## config.mk

```make
export PLATFORM = sky130hd
export DESIGN_NAME = tsra_decode
export DESIGN_NICKNAME = d
export VERILOG_FILES = /design/src/hdl/tsra_pkg.sv /design/src/hdl/tsra_decode.sv
export SDC_FILE = /design/constraint.sdc
export NUM_CORES = 2
export LEC_CHECK = 0
export ABC_AREA = 0
export BUFFER_PORTS_ARGS = -buffer_cell sky130_fd_sc_hd__buf_2
export CAP_MARGIN = 20
export CORE_MARGIN = 3
export CORE_UTILIZATION = 40
export DETAILED_ROUTE_END_ITERATION = 10
export PLACE_DENSITY = 0.55
export REMOVE_ABC_BUFFERS = 1
export SYNTH_ARGS = -nofsm -noshare
export SYNTH_HDL_FRONTEND = slang
export SYNTH_SLANG_ARGS = --single-unit
```

## constraint.sdc

```tcl
create_clock -name vclk -period 20.2
set_input_delay 0 -clock vclk [all_inputs]
set_output_delay 0 -clock vclk [all_outputs]
set_load 0.05 [all_outputs]
```

## src/hdl/tsra_pkg.sv

```systemverilog
// Types, codes and helpers shared by the tagged stack-relative ALU files.
package tsra_pkg;

   // operand tags
   localparam logic [1:0] TAG_INV = 2'd0;
   localparam logic [1:0] TAG_ABS = 2'd1;
   localparam logic [1:0] TAG_REL = 2'd2;

   // operation codes
   localparam logic [3:0] OP_ADD = 4'd0;
   localparam logic [3:0] OP_SUB = 4'd1;
   localparam logic [3:0] OP_NEG = 4'd2;
   localparam logic [3:0] OP_NOT = 4'd3;
   localparam logic [3:0] OP_MUL = 4'd4;
   localparam logic [3:0] OP_DIV = 4'd5;
   localparam logic [3:0] OP_MOD = 4'd6;
   localparam logic [3:0] OP_SHL = 4'd7;
   localparam logic [3:0] OP_SHR = 4'd8;
   localparam logic [3:0] OP_EQ  = 4'd9;
   localparam logic [3:0] OP_GT  = 4'd10;

   // which late result the output stage picks
   localparam logic [1:0] PEND_NONE = 2'd0;
   localparam logic [1:0] PEND_MUL  = 2'd1;
   localparam logic [1:0] PEND_DIV  = 2'd2;
   localparam logic [1:0] PEND_MOD  = 2'd3;

   localparam int unsigned DIV_STEPS = 32;

   typedef struct packed {
      logic [3:0]         kind;
      logic signed [31:0] a_value;
      logic [1:0]         a_tag;
      logic               a_sign;
      logic signed [31:0] b_value;
      logic [1:0]         b_tag;
      logic               b_sign;
   } req_type;

   typedef struct packed {
      logic signed [31:0] r_value;
      logic [1:0]         r_tag;
      logic               r_sign;
      logic               r_flag;
   } rsp_type;

   // state carried down the pipeline with each request
   typedef struct packed {
      rsp_type     res;
      logic [1:0]  pend;
      logic [31:0] prod;
      logic [31:0] quo;
      logic [31:0] rem;
      logic [31:0] dvs;
      logic        neg_q;
      logic        neg_r;
   } pipe_type;

   // build a tagged value, clearing fields the tag does not use
   function automatic rsp_type mk(input logic [31:0] v, input logic [1:0] t, input logic s);
      rsp_type r;
      r.r_value = (t == TAG_INV) ? 32'sd0 : v;
      r.r_tag   = t;
      r.r_sign  = (t == TAG_REL) ? s : 1'b0;
      r.r_flag  = 1'b0;
      return r;
   endfunction

endpackage

```

## src/hdl/tsra_decode.sv

```systemverilog
// Operand decode and every early-result operation, with the low product.
module tsra_decode (
   input  tsra_pkg::req_type  req_data,
   output tsra_pkg::pipe_type dec
);
   import tsra_pkg::*;

   logic [1:0]  a_t, b_t;
   logic [31:0] a_v, b_v, nv;
   logic        a_s, b_s, bs, sub;
   logic        ak0, ak1, akm, bk0, bk1, bkm, both_abs;
   rsp_type     a_r, b_r, a_n, b_n, abs0;

   // normalise operands: tag three reads as invalid
   always_comb begin
      a_t = (req_data.a_tag == 2'd3) ? TAG_INV : req_data.a_tag;
      b_t = (req_data.b_tag == 2'd3) ? TAG_INV : req_data.b_tag;
      a_v = (a_t == TAG_INV) ? 32'd0 : req_data.a_value;
      b_v = (b_t == TAG_INV) ? 32'd0 : req_data.b_value;
      a_s = (a_t == TAG_REL) ? req_data.a_sign : 1'b0;
      b_s = (b_t == TAG_REL) ? req_data.b_sign : 1'b0;
   end

   assign ak0 = (a_t == TAG_ABS) && (a_v == 32'd0);
   assign ak1 = (a_t == TAG_ABS) && (a_v == 32'd1);
   assign akm = (a_t == TAG_ABS) && (a_v == 32'hFFFF_FFFF);
   assign bk0 = (b_t == TAG_ABS) && (b_v == 32'd0);
   assign bk1 = (b_t == TAG_ABS) && (b_v == 32'd1);
   assign bkm = (b_t == TAG_ABS) && (b_v == 32'hFFFF_FFFF);
   assign both_abs = (a_t == TAG_ABS) && (b_t == TAG_ABS);

   assign a_r  = mk(a_v, a_t, a_s);
   assign b_r  = mk(b_v, b_t, b_s);
   assign a_n  = mk(32'd0 - a_v, a_t, ~a_s);
   assign b_n  = mk(32'd0 - b_v, b_t, ~b_s);
   assign abs0 = mk(32'd0, TAG_ABS, 1'b0);

   assign sub = (req_data.kind == OP_SUB);
   assign nv  = sub ? (a_v - b_v) : (a_v + b_v);
   assign bs  = sub ? ~b_s : b_s;

   // select the early result, or mark a late one
   always_comb begin
      dec.res  = mk(32'd0, TAG_INV, 1'b0);
      dec.pend = PEND_NONE;
      case (req_data.kind)
         OP_ADD, OP_SUB: begin
            if (a_t == TAG_ABS && b_t == TAG_ABS) dec.res = mk(nv, TAG_ABS, 1'b0);
            else if (a_t == TAG_ABS && b_t == TAG_REL) dec.res = mk(nv, TAG_REL, bs);
            else if (a_t == TAG_REL && b_t == TAG_ABS) dec.res = mk(nv, TAG_REL, a_s);
            else if (a_t == TAG_REL && b_t == TAG_REL && a_s != bs)
               dec.res = mk(nv, TAG_ABS, 1'b0);
         end
         OP_NEG: dec.res = a_n;
         OP_NOT: begin
            if (a_t == TAG_ABS) dec.res = mk(~a_v, TAG_ABS, 1'b0);
         end
         OP_MUL: begin
            if (ak0 || bk0) dec.res = abs0;
            else if (bk1) dec.res = a_r;
            else if (bkm) dec.res = a_n;
            else if (ak1) dec.res = b_r;
            else if (akm) dec.res = b_n;
            else if (both_abs) dec.pend = PEND_MUL;
         end
         OP_DIV: begin
            if (bk0) dec.res = mk(32'd0, TAG_INV, 1'b0);
            else if (ak0) dec.res = abs0;
            else if (bk1) dec.res = a_r;
            else if (bkm) dec.res = a_n;
            else if (both_abs) dec.pend = PEND_DIV;
         end
         OP_MOD: begin
            if (b_t != TAG_ABS || b_v == 32'd0) dec.res = mk(32'd0, TAG_INV, 1'b0);
            else if (ak0 || bk1 || bkm) dec.res = abs0;
            else if (a_t == TAG_ABS) dec.pend = PEND_MOD;
         end
         OP_SHL, OP_SHR: begin
            if (bk0) dec.res = a_r;
            else if (both_abs && b_v <= 32'd31) begin
               if (sub || req_data.kind == OP_SHL) dec.res = mk(a_v << b_v[4:0], TAG_ABS, 1'b0);
               else dec.res = mk($signed(a_v) >>> b_v[4:0], TAG_ABS, 1'b0);
            end
         end
         OP_EQ: begin
            dec.res.r_flag = (a_t == b_t) && (a_v == b_v) && (a_s == b_s);
         end
         OP_GT: begin
            if (a_t != b_t) dec.res.r_flag = (a_t > b_t);
            else if (a_t == TAG_INV) dec.res.r_flag = 1'b0;
            else if (a_t == TAG_REL && a_s != b_s) dec.res.r_flag = a_s;
            else dec.res.r_flag = ($signed(a_v) > $signed(b_v));
         end
         default: dec.res = mk(32'd0, TAG_INV, 1'b0);
      endcase
   end

   // operands for the late units: magnitudes for the divider
   assign dec.prod  = a_v * b_v;
   assign dec.quo   = a_v[31] ? (32'd0 - a_v) : a_v;
   assign dec.dvs   = b_v[31] ? (32'd0 - b_v) : b_v;
   assign dec.rem   = 32'd0;
   assign dec.neg_q = a_v[31] ^ b_v[31];
   assign dec.neg_r = a_v[31];

endmodule

```

Word-level counts from Yosys, hierarchy flattened. Index checks and enable logic that the tools add are counted.

Mux-type cells: 57. Equal/unequal tests: 27. Shift-type cells: 2. $mul: 1. Magnitude comparators: 3. Bitwise gates (word level): 4. Reductions and logical operators: 27. Add/subtract/negate cells: 4. Div/mod/pow operators: 0.

Operators with widths (number): 36-bit 2-to-1 mux (17); 32-bit 2-to-1 mux (9); 35-bit case mux with 7 select lines (1); 32-bit by 1-bit == test with 1-bit output (second input constant) (2); 32-bit == test (second input constant) (2); 32-bit zero test (2); 1-bit by 32-bit subtractor with 32-bit output (first input constant) (2); 32-bit adder (1); 32-bit == test (1); 32-bit > comparator (1); 32-bit by 5-bit <= comparator with 1-bit output (second input constant) (1); 32-bit by 32-bit multiplier with 32-bit output (1); 32-bit inverter (1); 32-bit by 5-bit << shifter with 32-bit output (1); 32-bit by 5-bit >>> shifter with 32-bit output (1); 32-bit subtractor (1); 2-bit 2-to-1 mux (15); 4-bit by 3-bit == test with 1-bit output (second input constant) (4); 1-bit logical AND (15); 4-bit == test (second input constant) (3); 1-bit 2-to-1 mux (11); 2-bit == test (second input constant) (4); 4-bit by 2-bit == test with 1-bit output (second input constant) (2); 1-bit case mux with 8 select lines (1); other kinds (16) (26).

Bits in registers: 0. Memories: 0. Bits in writable memories: 0. Bits in read-only memories: 0. Logic and storage cells: 125. Bits of input ports: 74. Bits in latches: 0. Output and inout bits: 168.

Longest topological paths before layout.
Depth after elaboration: 13. Mapped depth: 35. Gate-level depth less buffers: 31.

Least setup slack after synthesis. Ideal clock, no wire load.

Kind: input to output. Start: in req_data[1] (netlist bit). End: out dec[129] (netlist bit). Path slack: 11.564 ns. Arrival time: 8.636 ns. Data required time: 20.200 ns. Stages on the path: 35. Buffers on the path: 7. Cells stage by stage: inv_1 > ha_1 > buf_4 > buf_2 > clkinv_1 > buf_2 > nand2_1 > buf_2 > clkbuf_1 > clkbuf_1 > clkbuf_1 > nor2_1 > fa_1 > inv_1 > fa_1 > fa_1 > fa_1 > inv_1 > fa_1 > inv_1 > fa_1 > inv_1 > fa_1 > fa_1 > ha_1 > nand2_1 > o21ai_0 > nand2_1 > o21ai_0 > a32oi_1 > a211oi_1 > o21ai_0 > nand2b_1 > a21oi_1 > xnor2_1.

RTL lines: start: declaration (line tsra_decode.sv:3) `input tsra_pkg::req_type req_data,`; end: declaration (line tsra_decode.sv:4) `output tsra_pkg::pipe_type dec`.

==> impl_metrics.csv <==
group,metric,value,unit
timing,timing.slew.headroom,0.176,
synthesis,netlist_instances,3948,
synthesis,synth_warnings,0,
grt,grt_max_degree,64,
final_layout,n_clock_buffer,0,
timing,worst_pin_slew,1.22,ns
grt,antenna_found_initial,3,
die,dieWidth,271,um
setup_path,required,20.20,ns
timing,period_minus_slack,9.39,ns
final_layout,regArea,0,um^2
grt,globalRouteTotalUtil,0.369,
final_layout,seq_cells,0,
final_layout,area_delta_synth_final,6.10,%
timing,slew_violations,0,
route,dr.pass1.iters,7,
die,initial_core_util,0.406,
final_layout,nFillCells,7404,
place,dp_hpwl,107000,um
route,wl,139000,um
timing,hold_viol_final,0,
die,die_h,271,um
setup_path,cp_common_cell,"fa_1",
final_layout,fin_nets,4648,
grt,gr-total-overflow,0,
route,viasPerCell,6.28,
route,wl_per_cell,28.5,um
place,gp_congestion,1.07,
setup_path,critical_path_class,"input pin to primary output",
synthesis,synth.distinct_cells,87,
timing,setup-violations-final,0,
timing,fin_hold_ws,0.497,ns
job,drv_cap,0,
timing,fmax,0.106,GHz
setup_path,startpoint_type,"input pin",
synthesis,synth_area_per_cell,7.09,um^2
die,io_pins,242,
place,placed_cells,4889,
timing,rsz0062_at_grt,"false",
final_layout,post_route_cells_drive_above_1_share,0.0947,
clock_network,cts-hold-fix-buffers,0,
route,drc,0,
synthesis,synth.cell_area,28000,um^2
die,core,68900,um^2
clock_network,post_cts_buffers,0,
final_layout,final_common_cell,"nor2_1",
route,dr_total_vias,30700,
grt,grt_pass1_wl,203000,um
timing,final.period_utilization,0.465,
synthesis,ys_seq_area_frac,0,
outcome,status,"completed",
setup_path,slowest_stage,"nand2_1",
setup_path,crit_path_end_kind,"primary output",
setup_path,cpPeakStageDelay,0.76,ns
min_path,hp-class,"input pin to primary output",
final_layout,layout_common_cells,"577 x nor2_1, 470 x inv_1, 458 x nand2_1, 409 x fa_1, 268 x a21oi_1",
clock_network,cts_resized,0,
route,drt_iter0_markers,4235,
setup_path,crit_fanout,43,
route,antenna_left,0,
timing,finalSetupTns,0,ns
setup_path,worstPathArrival,9.39,ns
final_layout,final_cells,4891,
grt,grt_pass1_vias,29900,
die,rows,96,
place,io_buffers,210,
die,dieArea,73200,um^2
final_layout,multi_input_comb_area,25000,um^2
## worst paths after layout
kind,cells after the start,endpoint,slack (ns),startpoint
worst max-delay path,31,dec[129],10.81,req_data[36]
worst min-delay path,4,dec[21],0.50,req_data[22]
## logic make-up after synthesis
| family | count (synthesis) | share of synthesized area |
|---|---|---|
| AO/OA/AOI/OAI | 867 | 0.193 |
| XOR/XNOR | 176 | 0.0550 |
| adder cells (fa/ha/maj) | 613 | 0.383 |
| buffers and inverters | 811 | 0.115 |
| multiplexers | 79 | 0.0374 |
| other | 1 | 0.000134 |
| AND/OR/NAND/NOR | 1401 | 0.216 |
## critical path: cells and delay by family
kind	cells	cell delay [ns]
xor gates and xnor gates	1	0.13
and+or+nand+nor	2	0.87
AOI/OAI and AO/OA	8	1.75
adders and majority gates	11	4.87
buffers and inverters	9	1.72
## synthesized netlist by cell type (9+ instances only)
| cell | number | share of area |
|---|---|---|
| nor2_1 | 578 | 0.077 |
| inv_1 | 472 | 0.063 |
| nand2_1 | 459 | 0.062 |
| fa_1 | 409 | 0.29 |
| a21oi_1 | 269 | 0.048 |
| clkbuf_1 | 219 | 0.029 |
| o21ai_0 | 218 | 0.039 |
| ha_1 | 204 | 0.091 |
| xnor2_1 | 108 | 0.034 |
| nor3_1 | 93 | 0.017 |
| xor2_1 | 68 | 0.021 |
| nand3_1 | 64 | 0.011 |
| mux2i_1 | 53 | 0.019 |
| o22ai_1 | 42 | 0.0094 |
| buf_1 | 41 | 0.0055 |
| nand4_1 | 39 | 0.0087 |
| and3_1 | 35 | 0.0078 |
| buf_4 | 35 | 0.0094 |
| a211oi_1 | 34 | 0.0091 |
| o211ai_1 | 33 | 0.0088 |
| o31ai_1 | 33 | 0.0088 |
| nor2b_1 | 32 | 0.0071 |
| a31oi_1 | 31 | 0.0069 |
| a21o_1 | 29 | 0.0078 |
| nor4_1 | 27 | 0.0060 |
| buf_2 | 21 | 0.0038 |
| mux4_2 | 20 | 0.016 |
| nand2b_1 | 19 | 0.0042 |
| a22oi_1 | 18 | 0.0048 |
| o21bai_1 | 17 | 0.0046 |
| clkinv_1 | 16 | 0.0021 |
| o21a_1 | 16 | 0.0043 |
| o221ai_1 | 14 | 0.0044 |
| or3_1 | 13 | 0.0029 |
| a221oi_1 | 11 | 0.0034 |
| o2111ai_1 | 11 | 0.0034 |
| a32oi_1 | 10 | 0.0031 |
| and2_1 | 9 | 0.0020 |
| or2_2 | 9 | 0.0020 |
## area by class of cell
| type | instances | area share |
|---|---|---|
| tap | 931 | 0.0392 |
| inverter | 492 | 0.0621 |
| antenna | 1 | 0.0000842 |
| multi-input combinational | 3168 | 0.841 |
| timing repair buffer | 299 | 0.0580 |
## metrics by stage
step	instance area, um^2	setup slack (ns)	util
6_report	29700	10.81	0.431
5_1_grt	29700	10.19	0.431
4_1_cts	29700	10.86	0.431
3_5_place_dp	29700	10.87	0.431
3_3_place_gp	29700	11.00	0.431
2_1_floorplan	26700	9.09	-
## per-layer routing
metal  track usage  share of wire  vias to the layer above
met4         0.227          0.081                        4
met1         0.485           0.38                    14900
li1              -              -                    13000
met2         0.555           0.42                     2226
met5       0.00855        0.00074                        -
met3        0.0763           0.12                      591
