**src/hdl/tsra_pkg.sv**
```systemverilog
// Types, codes and helpers shared by the tagged stack-relative ALU files.
package tsra_pkg;

   // operand tags
   localparam logic [1:0] TAG_INV = 2'd0;
   localparam logic [1:0] TAG_ABS = 2'd1;
   localparam logic [1:0] TAG_REL = 2'd2;

   // operation codes
   localparam logic [3:0] OP_ADD = 4'd0;
   localparam logic [3:0] OP_SUB = 4'd1;
   localparam logic [3:0] OP_NEG = 4'd2;
   localparam logic [3:0] OP_NOT = 4'd3;
   localparam logic [3:0] OP_MUL = 4'd4;
   localparam logic [3:0] OP_DIV = 4'd5;
   localparam logic [3:0] OP_MOD = 4'd6;
   localparam logic [3:0] OP_SHL = 4'd7;
   localparam logic [3:0] OP_SHR = 4'd8;
   localparam logic [3:0] OP_EQ  = 4'd9;
   localparam logic [3:0] OP_GT  = 4'd10;

   // which late result the output stage picks
   localparam logic [1:0] PEND_NONE = 2'd0;
   localparam logic [1:0] PEND_MUL  = 2'd1;
   localparam logic [1:0] PEND_DIV  = 2'd2;
   localparam logic [1:0] PEND_MOD  = 2'd3;

   localparam int unsigned DIV_STEPS = 32;

   typedef struct packed {
      logic [3:0]         kind;
      logic signed [31:0] a_value;
      logic [1:0]         a_tag;
      logic               a_sign;
      logic signed [31:0] b_value;
      logic [1:0]         b_tag;
      logic               b_sign;
   } req_type;

   typedef struct packed {
      logic signed [31:0] r_value;
      logic [1:0]         r_tag;
      logic               r_sign;
      logic               r_flag;
   } rsp_type;

   // state carried down the pipeline with each request
   typedef struct packed {
      rsp_type     res;
      logic [1:0]  pend;
      logic [31:0] prod;
      logic [31:0] quo;
      logic [31:0] rem;
      logic [31:0] dvs;
      logic        neg_q;
      logic        neg_r;
   } pipe_type;

   // build a tagged value, clearing fields the tag does not use
   function automatic rsp_type mk(input logic [31:0] v, input logic [1:0] t, input logic s);
      rsp_type r;
      r.r_value = (t == TAG_INV) ? 32'sd0 : v;
      r.r_tag   = t;
      r.r_sign  = (t == TAG_REL) ? s : 1'b0;
      r.r_flag  = 1'b0;
      return r;
   endfunction

endpackage

```
**src/hdl/tsra_div_step.sv**
```systemverilog
// One restoring division step: one quotient bit per pipeline stage.
module tsra_div_step (
   input  tsra_pkg::pipe_type cur,
   output tsra_pkg::pipe_type nxt
);
   import tsra_pkg::*;

   logic [32:0] r2, diff;
   logic        take;

   assign r2   = {cur.rem, cur.quo[31]};
   assign diff = r2 - {1'b0, cur.dvs};
   assign take = ~diff[32];

   // shift in the next dividend bit and try the subtract
   always_comb begin
      nxt     = cur;
      nxt.rem = take ? diff[31:0] : r2[31:0];
      nxt.quo = {cur.quo[30:0], take};
   end

endmodule

```
**config.mk**
```make
export PLATFORM = sky130hd
export DESIGN_NAME = tsra_div_step
export DESIGN_NICKNAME = d
export VERILOG_FILES = /design/src/hdl/tsra_pkg.sv /design/src/hdl/tsra_div_step.sv
export SDC_FILE = /design/constraint.sdc
export NUM_CORES = 1
export LEC_CHECK = 0
export BUFFER_PORTS_ARGS = -buffer_cell sky130_fd_sc_hd__buf_2
export CAP_MARGIN = 5
export CORE_AREA = 2 2 130 132
export DETAILED_ROUTE_END_ITERATION = 10
export DIE_AREA = 0 0 132 134
export PLACE_DENSITY = 0.55
export SLEW_MARGIN = 20
export SYNTH_ARGS = -nofsm -noshare
export SYNTH_HDL_FRONTEND = slang
export SYNTH_SLANG_ARGS = --single-unit
```
**constraint.sdc**
```tcl
create_clock -name vclk -period 2.65
set_input_delay 0.265 -clock vclk [all_inputs]
set_output_delay 0.265 -clock vclk [all_outputs]
set_load 0.02 [all_outputs]
```
# ---- Word-level counts from Yosys, hierarchy flattened
# Index checks and enable logic that the tools add are counted.
dict set report classes {
  n_addsub 1
  mux 1
  bitwise 1
}
# operator count
set ops {}
lappend ops {{subtractor 33 x 32 -> 33 bit} 1}
lappend ops {{two-way mux 32 bit} 1}
lappend ops {{inverter 1 bit} 1}
dict set report totals {
  ff_bits 0
}

# ---- Depth between registers and ports, before layout
# Gate-level depths: netlist of run 1.
dict set report logic_depth {
  depth_word 2
  mapped_depth 13
  depth_no_buf 12
}

# ---- Worst setup path before layout of run 1
# Ideal clock, no wire load.
dict set report synth_path {
  kind {input port to output port}
  from {input cur[18] (netlist bit)}
  to {output nxt[60] (netlist bit)}
  arrival_time_ps 2830
  path_slack_ps -445
  cell_stages 10
  path_buffers 1
  path_cell_list {inv_1 > ha_1 > buf_6 > a21oi_4 > o211ai_1 > a221o_1 > a211o_1 > o211ai_1 > o211ai_4 > o41ai_1}
}
# item line
set synth_rtl {}
lappend synth_rtl {{from (decl)} tsra_div_step.sv:3} ;# input tsra_pkg::pipe_type cur,
lappend synth_rtl {{to (decl)} tsra_div_step.sv:4} ;# output tsra_pkg::pipe_type nxt

==> summary.md, run 1 <==
| Metric | Value |
|---|---|
| Worst Setup End Kind | output port |
| Register area share after synthesis | 0 |
| I/O Pins | 336 |
| Highest clock rate | 0.341 GHz |
| Number of flip-flops and latches | 0 |
| Gr busiest metal | met2 |
| First-pass GRT wire length | ~18 mm |
| Mean post-synth cell area | roughly 7.0 um2 |
| Clock network fraction of total power | 0 |
| Fin. Hold Viols | 0 |
| Syn nets | 697 |
| Initial DRC Count | ~170 |
| Fin Setup TNS | -7.15 ns |
| NetSw | a little over 0.8 mW |
| Fillers | between 1500 and 2000 |
| Hold crit path type | in -> out |
| Fin Hold WS | ~0.53 ns |
| Post-Synthesis Cell Area | roughly 3500 um2 |
| Fin area | ~5000 um2 |
| Final core utilization | 0.305 |
| WS Path Type | in -> out |
| Largest net degree at the start of global routing | 9 |
| Fin crit share | 1.11 |
| Met2 Usage GRT | 0.216 |
| Pwr Density | 331 nW/um2 |
| Wire length per cell | between 10 and 15 um |
| Slew HR | 0.672 |
| Most frequent cells in the layout | buf_4, buf_2, nand2_1, inv_1, buf_6 |
| # clk buffers | 0 |
| VDD IR-drop max | around 140 uV |
| Initial Utilization | 0.213 |
| Met1 usage | 0.155 |
| Routed Antenna Nets | 0 |
| P&R area growth vs syn | 42.8% |
| Startpoint Class | primary input |
| Max_cap viols | 0 |
| M3 GR Usage | 0.0219 |
| Sequential Power Share | 0 |
| P_int | around 0.83 mW |
| Rows | 47 |
| Leak | 2.52 nW |
| Data arrival time of the worst path | 2.66 ns |
| DRT Pass-1 Iters | 4 |
| Worst path cell trace | buf_8 -> ha_4 -> a21oi_4 -> o211ai_1 -> a221o_1 -> a211o_1 -> o21a_1 -> o211ai_4 -> buf_6 -> buf_8 -> buf_6 -> nand2_4 -> o41ai_4 -> buf_4 |
| Die ar. | about 18000 um2 |
| Max incr delay on CP | ~0.34 ns |
| Final nets | 804 |
| Switching share of total power | 0.492 |
| Initial antenna violation count | 0 |
| Cell count after synthesis | roughly 500 |
| Core box area | between 15000 and 20000 um2 |
| Detailed-placement wirelength estimate | 9.89 mm |
| Tightest Pin Transition | 0.491 ns |
| Drt via density | about 4.4 |
| GR Util All Layers | 0.125 |
| Layout cells sized above 1 | 0.566 |
| WL final | approximately 12 mm |
| Gpl congestion | slightly above 0.9 |
| Number of remaining DRC errors | 0 |
| Vias in the first global route | ~3600 |
| Die span in x | 132 um |
| Synth Warn # | 0 |
| Commonest non-fill, non-tap cell in the layout | buf_4 |
| CTS Hold Bufs | 0 |
| Synth unique cells | about 50 |
| Crit-path max FO | 6 |
| Congestion Overflow GR | 0 |
| Final WS setup | -0.279 ns |
| Tmin final | approximately 3 ns |
| Ant. Diodes | 0 |
| Placed Area | 4300 um2 |
| RSZ-0062 raised after global routing | true |
| Setup violators final | 33 |
| Die H | approximately 130 um |
| Comb power frac | 1.000 |
| Failing checks | negative setup slack |
| Buffers added on ports | between 100 and 150 |
| Pins Over Slew Limit | 0 |
| Slowest cell on crit path | a221o_1 |
| Worst path required time | roughly 2.4 ns |
| Status | finished, violations left |
| Reg area | 0 um2 |
| Vias | 3584 |
## metrics by stage
stage	power (mW)	worst slack (ns)	std cells
final	1.64	-0.279	821
after floorplan	1.09	-0.120	496
after CTS	1.63	-0.280	819
after global routing	1.77	-0.359	821
after global placement	1.36	-0.578	808
after detailed placement	1.36	-0.626	808
## worst max-delay path: cells and delay by family
family,cells,cell delay (ns)
AO/OA/AOI/OAI,7,1.36
buffers and inverters,5,0.72
adder cells (fa/ha/maj),1,0.26
AND/OR/NAND/NOR,1,0.05
## final cells by class
cell class | count | area, um2 | area share
Inverter | 42 | 173 | 0.0348
Multi-Input combinational cell | 303 | 2630 | 0.530
Tap cell | 220 | 275 | 0.0555
Timing Repair Buffer | 256 | 1880 | 0.380
## cell usage after synthesis (3+ instances only)
| master | instances | area, um2 |
|---|---|---|
| nand4_1 | 7 | 43.8 |
| nor3_1 | 4 | 20.0 |
| mux2_4 | 18 | 270 |
| nor2b_1 | 5 | 31.3 |
| nand3_1 | 11 | 55.1 |
| o21ai_0 | 24 | 120 |
| a21o_1 | 15 | 113 |
| and3_1 | 6 | 37.5 |
| o21a_1 | 6 | 45.0 |
| nor2_1 | 16 | 60.1 |
| nand2b_1 | 5 | 31.3 |
| and2_1 | 3 | 18.8 |
| a211oi_1 | 4 | 30.0 |
| xor2_1 | 10 | 87.6 |
| o21bai_1 | 5 | 37.5 |
| ha_1 | 32 | 400 |
| buf_4 | 136 | 1020 |
| xnor2_1 | 14 | 123 |
| nand2_1 | 44 | 165 |
| buf_6 | 3 | 33.8 |
| a21oi_1 | 34 | 170 |
| o211ai_1 | 8 | 60.1 |
| o31ai_1 | 5 | 37.5 |
| clkbuf_1 | 11 | 41.3 |
| inv_1 | 41 | 154 |
## cell families after synthesis
kind of cell,after synthesis,share of synthesized area
simple gates,108,0.149
xor+xnor,24,0.0605
fa+ha+maj,33,0.121
compound gates,120,0.229
mux,18,0.0778
buf+inv,193,0.362
## routing by layer
| metal | part of all wire | wire length, um | vias up |
|---|---|---|---|
| met5 | 0 | 0 | - |
| met4 | 0.041 | 483 | 0 |
| met3 | 0.078 | 931 | 50 |
| met2 | 0.45 | 5340 | 151 |
| met1 | 0.43 | 5130 | 1599 |
| li1 | - | - | 1784 |
## what timing repair did
item / in CTS / in global routing
cloned: 2 / 0
pin swaps: 28 / 17
buffers inserted: 9 / 3
setup endpoints to repair: 33 / 33
resized for setup: 118 / 20
## power by group through the flow
stage | clock (mW) | sequential [mW] | combinational [mW]
3_5_place_dp | 0 | 0 | 1.36
4_1_cts | 0 | 0 | 1.63
6_report | 0 | 0 | 1.64
3_3_place_gp | 0 | 0 | 1.36
5_1_grt | 0 | 0 | 1.77
2_1_floorplan | 0 | 0 | 1.09
## path summary, 6_finish.rpt
| path | slack [ns] | endpoint | startpoint | depth (start not counted) |
|---|---|---|---|---|
| min | 0.53 | nxt[116] | cur[116] | 0 |
| max | -0.28 | nxt[61] | cur[49] | 14 |
(Power assumes the default switching activity.)
==> inputs of run 2 (changes only) <==
--- a/config.mk
+++ b/config.mk
@@ -7,10 +7,12 @@
 export LEC_CHECK = 0
 export BUFFER_PORTS_ARGS = -buffer_cell sky130_fd_sc_hd__buf_2
 export CAP_MARGIN = 5
-export CORE_AREA = 2 2 130 132
+export CELL_PAD_IN_SITES_DETAIL_PLACEMENT = 1
+export CELL_PAD_IN_SITES_GLOBAL_PLACEMENT = 1
+export CORE_AREA = 2 2 129 131
 export DETAILED_ROUTE_END_ITERATION = 10
-export DIE_AREA = 0 0 132 134
-export PLACE_DENSITY = 0.55
+export DIE_AREA = 0 0 131 133
+export PLACE_DENSITY = 0.81
 export SLEW_MARGIN = 20
 export SYNTH_ARGS = -nofsm -noshare
 export SYNTH_HDL_FRONTEND = slang
==> run 2 against run 1 <==
Compared with the run above:
- the run still ends with negative setup slack left
- hold slack about the same
- die area decreased by 1.5%
- setup slack got worse by 0.061 ns
- critical path type unchanged
- utilization about the same
- power increased by 1.1%
- via count increased by 2.5%
- first-iteration DRC count decreased by 26%
- final area decreased by 0.76%
- count of clock-buffer cells in the layout unchanged
- fmax decreased by 2.0%
- routed wire length increased by 7.7%
==> summary.md, run 2 (synthesis gave the netlist of run 1 again) <==
| Metric | Value |
|---|---|
| Commonest non-fill, non-tap cell in the layout | buf_4 (unchanged) |
| Worst path most repeated cell | o211ai_1 |
| WS Path Type | in -> out (unchanged) |
| First-pass GRT wire length | 19.2 mm (was 18.1 mm) |
| Highest clock rate | 0.334 GHz (was 0.341 GHz) |
| Drt via density | 4.48 (was 4.37) |
| Slew HR | 0.681 (was 0.672) |
| Data arrival time of the worst path | 2.72 ns (was 2.66 ns) |
| Initial antenna violation count | 0 (unchanged) |
| Initial DRC Count | 125 (was 169) |
| Reg area | 0 um2 (unchanged) |
| WL final | 12.8 mm (was 11.9 mm) |
| Final WS setup | -0.340 ns (was -0.279 ns) |
| Fin crit share | 1.13 (was 1.11) |
| Fillers | 1965 (was 1790) |
| Vias | 3673 (was 3584) |
| Crit path buf inv count | 4 (was 5) |
| Detailed-placement wirelength estimate | 10.7 mm (was 9.89 mm) |
| Startpoint Class | primary input (unchanged) |
| Slowest cell on crit path | a221o_1 (unchanged) |
| RSZ-0062 raised after global routing | true (unchanged) |
| # clk buffers | 0 (unchanged) |
| Gpl congestion | 0.868 (was 0.922) |
| Rows | 47 (unchanged) |
| Number of remaining DRC errors | 0 (unchanged) |
| Pwr Density | 337 nW/um2 (was 331 nW/um2) |
| Die span in x | 131 um (was 132 um) |
| P&R area growth vs syn | 41.7% (was 42.8%) |
| Final nets | 803 (was 804) |
| Die H | 133 um (was 134 um) |
| Layout cells sized above 1 | 0.552 (was 0.566) |
| Pins Over Slew Limit | 0 (unchanged) |
| Routed Antenna Nets | 0 (unchanged) |
| Failing checks | negative setup slack (unchanged) |
| Wire length per cell | 15.6 um (was 14.5 um) |
| Max incr delay on CP | 0.36 ns (was 0.34 ns) |
| Buffers added on ports | 130 (unchanged) |
| Congestion Overflow GR | 0 (unchanged) |
| DRT Pass-1 Iters | 4 (unchanged) |
| Fin Setup TNS | -9.25 ns (was -7.15 ns) |
| Ant. Diodes | 0 (unchanged) |
| Worst path required time | 2.38 ns (about the same) |
| Status | finished, violations left (unchanged) |
| Worst path cell trace | buf_8 -> ha_4 -> a21oi_4 -> o211ai_1 -> a221o_1 -> a211o_1 -> o211ai_1 -> o211ai_4 -> inv_4 -> buf_12 -> mux2_4 -> buf_6 (was buf_8 -> ha_4 -> a21oi_4 -> o211ai_1 -> a221o_1 -> a211o_1 -> o21a_1 -> o211ai_4 -> buf_6 -> buf_8 -> buf_6 -> nand2_4 -> o41ai_4 -> buf_4) |
| Worst slack at placement | -0.649 ns (was -0.626 ns) |
| Max_cap viols | 0 (unchanged) |
| Tightest Pin Transition | 0.477 ns (was 0.491 ns) |
| Largest net degree at the start of global routing | 13 (was 9) |
| Hold_sp | cur[107] (was cur[116]) |
| Setup violators final | 33 (unchanged) |
| GR Util All Layers | 0.137 (was 0.125) |
| Most frequent cells in the layout | buf_4, buf_2, inv_1, nand2_1, buf_6 (was buf_4, buf_2, nand2_1, inv_1, buf_6) |
| Crit-path max FO | 7 (was 6) |
| WHS Path Cells | 0 (unchanged) |
| Fin. Hold Viols | 0 (unchanged) |
| Vias in the first global route | 3863 (was 3620) |
| VDD IR-drop max | 133 uV (was 140 uV) |
| Number of flip-flops and latches | 0 (unchanged) |
| CP delay by family, top | compound AO/OA/AOI/OAI gates (unchanged) |
| Core box area | 16200 um2 (was 16300 um2) |
| Tmin final | 2.99 ns (was 2.93 ns) |
| Hold crit path type | in -> out (unchanged) |
| Leak | 2.53 nW (was 2.52 nW) |
| Initial Utilization | 0.215 (was 0.213) |
| I/O Pins | 336 (unchanged) |
| Die ar. | 17400 um2 (was 17700 um2) |
| Worst Setup End Kind | output port (unchanged) |
| Endpoint, Worst Hold | nxt[107] (was nxt[116]) |
[run 2: cell count changes in the layout (fill, tap and decap cells not counted), sizes merged]
cell / before / now
buf: 256 / 255
[run 2: worst max path at each step]
| stage | from | end | slack (ns) | depth (start not counted) |
|---|---|---|---|---|
| finish | cur[46] | nxt[55] | -0.34 | 12 |
| global route | cur[15] | nxt[55] | -0.43 | 13 |
| CTS | cur[18] | nxt[55] | -0.41 | 13 |
| detailed placement | cur[97] | nxt[55] | -0.65 | 14 |
| global placement | cur[97] | nxt[60] | -0.54 | 13 |
| floorplan | cur[97] | nxt[60] | -0.12 | 10 |
[run 2: layer usage]
layer  track usage  vias to the layer above  share of wire
li1              -                     1779              -
met1         0.167                     1701           0.41
met2         0.249                      151           0.51
met3        0.0178                       42          0.057
met4        0.0361                        0          0.029
met5             0                        -              0
[run 2: layout make-up]
type / instances / area, um2 / share of cell area
inverter: 42 / 168 / 0.0341
multi-input combinational: 303 / 2600 / 0.528
tap: 220 / 275 / 0.0559
timing repair buffer: 255 / 1880 / 0.382
[run 2: power breakdown]
part,switching (mW),internal [mW],total (mW)
Clock,0,0,0
Sequential,0,0,0
Combinational,0.823,0.837,1.66
[run 2: repair_timing]
item,4_1_cts,5_1_grt
pin swaps,22,19
cloned,1,0
setup endpoints to repair,33,33
buffers inserted,8,1
gates resized for setup,85,42
hold buffers,0,0
endpoints found under the hold margin,0,0
[run 2: stage by stage]
stage	instances	utilization	total power [mW]	hold WS, ns	instance area (um2)
after floorplan	496	-	1.09	0.643	3660
after global placement	812	0.269	1.36	0.530	4340
after detailed placement	812	0.269	1.39	0.530	4340
after CTS	819	0.292	1.59	0.530	4720
after global routing	820	0.304	1.79	0.530	4920
final	820	0.304	1.66	0.530	4920
==> inputs of run 3 (changes only) <==
==> constraint.sdc (replaced) <==
create_clock -name vclk -period 2.4
set_input_delay 0.24 -clock vclk [all_inputs]
set_output_delay 0.24 -clock vclk [all_outputs]
set_load 0.02 [all_outputs]
==> run 3 against run 2 <==
Compared with the run above:
- the flow still finishes with violations (negative setup slack)
- die area unchanged
- critical path depth unchanged
- first-iteration DRC count is 18% lower
- sequential share of layout area stayed put
- power increased by 14%
- flip-flop and latch count stayed put
- final area is 1.4% higher
- highest routed layer unchanged
==> summary.md, run 3 (synthesis gave the netlist of run 1 again) <==
| Metric | Value |
|---|---|
| Status | finished, violations left (unchanged) |
| Failing checks | negative setup slack (unchanged) |
| WHS Path Cells | 0 (unchanged) |
| Slew HR | 0.695 (was 0.681) |
| Worst path cell trace | buf_4 -> ha_4 -> a21oi_4 -> inv_2 -> a221o_1 -> a211o_1 -> o21a_1 -> o211ai_4 -> clkinv_4 -> clkbuf_16 -> mux2_4 -> buf_6 (was buf_8 -> ha_4 -> a21oi_4 -> o211ai_1 -> a221o_1 -> a211o_1 -> o211ai_1 -> o211ai_4 -> inv_4 -> buf_12 -> mux2_4 -> buf_6) |
| RSZ-0062 raised after global routing | true (unchanged) |
| Fin crit share | 1.26 |
| Commonest non-fill, non-tap cell in the layout | buf_4 (unchanged) |
| Most frequent cells in the layout | buf_4, buf_2, nand2_1, buf_6, inv_1 (was buf_4, buf_2, inv_1, nand2_1, buf_6) |
| Fin. Hold Viols | 0 (unchanged) |
| Slowest cell on crit path | a221o_1 (unchanged) |
| Fillers | 2006 (was 1965) |
| I/O Pins | 336 (unchanged) |
| Final core utilization | 0.309 (was 0.304) |
| Tmin final | about 3.0 ns |
| Startpoint Class | primary input (unchanged) |
| Fin Setup TNS | -18.63 ns (was -9.25 ns) |
| CP delay by family, top | compound AO/OA/AOI/OAI gates (unchanged) |
| Clock network fraction of total power | 0 (about the same) |
| Pwr Density | 377 nW/um2 (was 337 nW/um2) |
| Initial DRC Count | 103 (was 125) |
| Worst Setup End Kind | output port (unchanged) |
| Worst path required time | 2.16 ns (was 2.38 ns) |
| Number of remaining DRC errors | 0 (unchanged) |
| Final WS setup | -0.629 ns (was -0.340 ns) |
| NetSw | 0.925 mW (was 0.823 mW) |
| Routed Antenna Nets | 0 (unchanged) |
| Initial antenna violation count | 0 (unchanged) |
| P&R area growth vs syn | 43.8% (was 41.7%) |
| Post-Layout Cell Count | 832 (was 820) |
| Layout cells sized above 1 | 0.562 (was 0.552) |
| Hold crit path type | in -> out (unchanged) |
| DRT Pass-1 Iters | 6 (was 4) |
| Congestion Overflow GR | 0 (unchanged) |
| Tightest Pin Transition | 0.452 ns (was 0.477 ns) |
| Switching share of total power | 0.490 (was 0.496) |
| Final nets | 815 (was 803) |
| Buffers added on ports | 130 (unchanged) |
| Wire length per cell | 16.4 um (was 15.6 um) |
| Setup violators final | 33 (unchanged) |
| Reg area | 0 um2 (unchanged) |
| Leak | 2.58 nW (was 2.53 nW) |
| Largest net degree at the start of global routing | 17 (was 13) |
| WL final | 13.6 mm (was 12.8 mm) |
| Detailed-placement wirelength estimate | 11.1 mm (was 10.7 mm) |
| Die H | 133 um (unchanged) |
| CTS Hold Bufs | 0 (unchanged) |
| Ant. Diodes | 0 (unchanged) |
| Pins Over Slew Limit | 0 (unchanged) |
| Vias in the first global route | 4054 (was 3863) |
| Hold_sp | cur[107] (unchanged) |
| Endpoint, Worst Hold | nxt[107] (unchanged) |
| Worst slack at placement | -0.705 ns (was -0.649 ns) |
| Max_cap viols | 0 (unchanged) |
| Gpl congestion | 0.873 (was 0.868) |
| Comb power frac | 1.000 (about the same) |
| Core box area | 16200 um2 (unchanged) |
| Die ar. | 17400 um2 (unchanged) |
| Drt via density | 4.56 (was 4.48) |
| # clk buffers | 0 (unchanged) |
| Initial Utilization | 0.215 (unchanged) |
| First-pass GRT wire length | 20.0 mm (was 19.2 mm) |
| Die span in x | 131 um (unchanged) |
| Sequential Power Share | 0 (about the same) |
| Data arrival time of the worst path | 2.79 ns (was 2.72 ns) |
| WS Path Type | in -> out (unchanged) |
| Vias | 3798 (was 3673) |
| Number of flip-flops and latches | 0 (unchanged) |
| Max incr delay on CP | 0.38 ns (was 0.36 ns) |
| GR Util All Layers | 0.143 (was 0.137) |
| P_int | 0.961 mW (was 0.837 mW) |
| Placed cells | 815 (was 812) |
| Crit-path max FO | 5 (was 7) |
| Rows | 47 (unchanged) |
| VDD IR-drop max | 172 uV (was 133 uV) |
| Crit path buf inv count | 5 (was 4) |
| Highest clock rate | approximately 0.33 GHz |
[run 3: cell types whose count changed in the layout (fill, tap and decap cells not counted), moves of 4 or more]
cell     previous run  this run
o21ai_0            17        12
nand2_4             7         0
nand2_1            35        39
buf_8               5         1
buf_4             120       133
o21ai_1             0         6
[run 3: timing repair]
action,4_1_cts,5_1_grt
cloned,1,1
resized for setup,69,54
setup endpoints to repair,33,33
setup buffers,9,6
pin swaps,12,8
[run 3: metal layers]
| layer | up-vias | routed length, um | global-route usage |
|---|---|---|---|
| li1 | 1794 | - | - |
| met1 | 1832 | 5330 | 0.160 |
| met2 | 132 | 7270 | 0.282 |
| met3 | 40 | 669 | 0.0105 |
| met4 | 0 | 386 | 0.0349 |
| met5 | - | 0 | 0 |
[run 3: area by class of cell]
cell class	count	area (um2)	share of cell area
multi-input cells	303	2560	0.513
repair buffers	267	1990	0.398
well taps	220	275	0.0551
inverters	42	173	0.0346
[run 3: worst max path at each step]
stage	from	end	slack (ns)	depth (start not counted)
floorplan	cur[49]	nxt[37]	-0.32	11
global placement	cur[97]	nxt[60]	-0.66	14
detailed placement	cur[2]	nxt[60]	-0.71	13
CTS	cur[15]	nxt[49]	-0.56	13
global route	cur[23]	nxt[42]	-0.73	14
finish	cur[51]	nxt[44]	-0.63	12
[run 3: power groups by stage]
stage / Clock [mW] / Combinational, mW / Sequential, mW
after floorplan: 0 / 1.22 / 0
after global placement: 0 / 1.52 / 0
after detailed placement: 0 / 1.56 / 0
after CTS: 0 / 1.73 / 0
after global routing: 0 / 2.03 / 0
final: 0 / 1.89 / 0
[run 3: metrics by stage]
step	cell area (um2)	power (mW)	hold WS (ns)
final	4990	1.89	0.480
after global routing	4990	2.03	0.480
after global placement	4390	1.52	0.480
after CTS	4730	1.73	0.480
after floorplan	3690	1.22	0.593
after detailed placement	4390	1.56	0.480
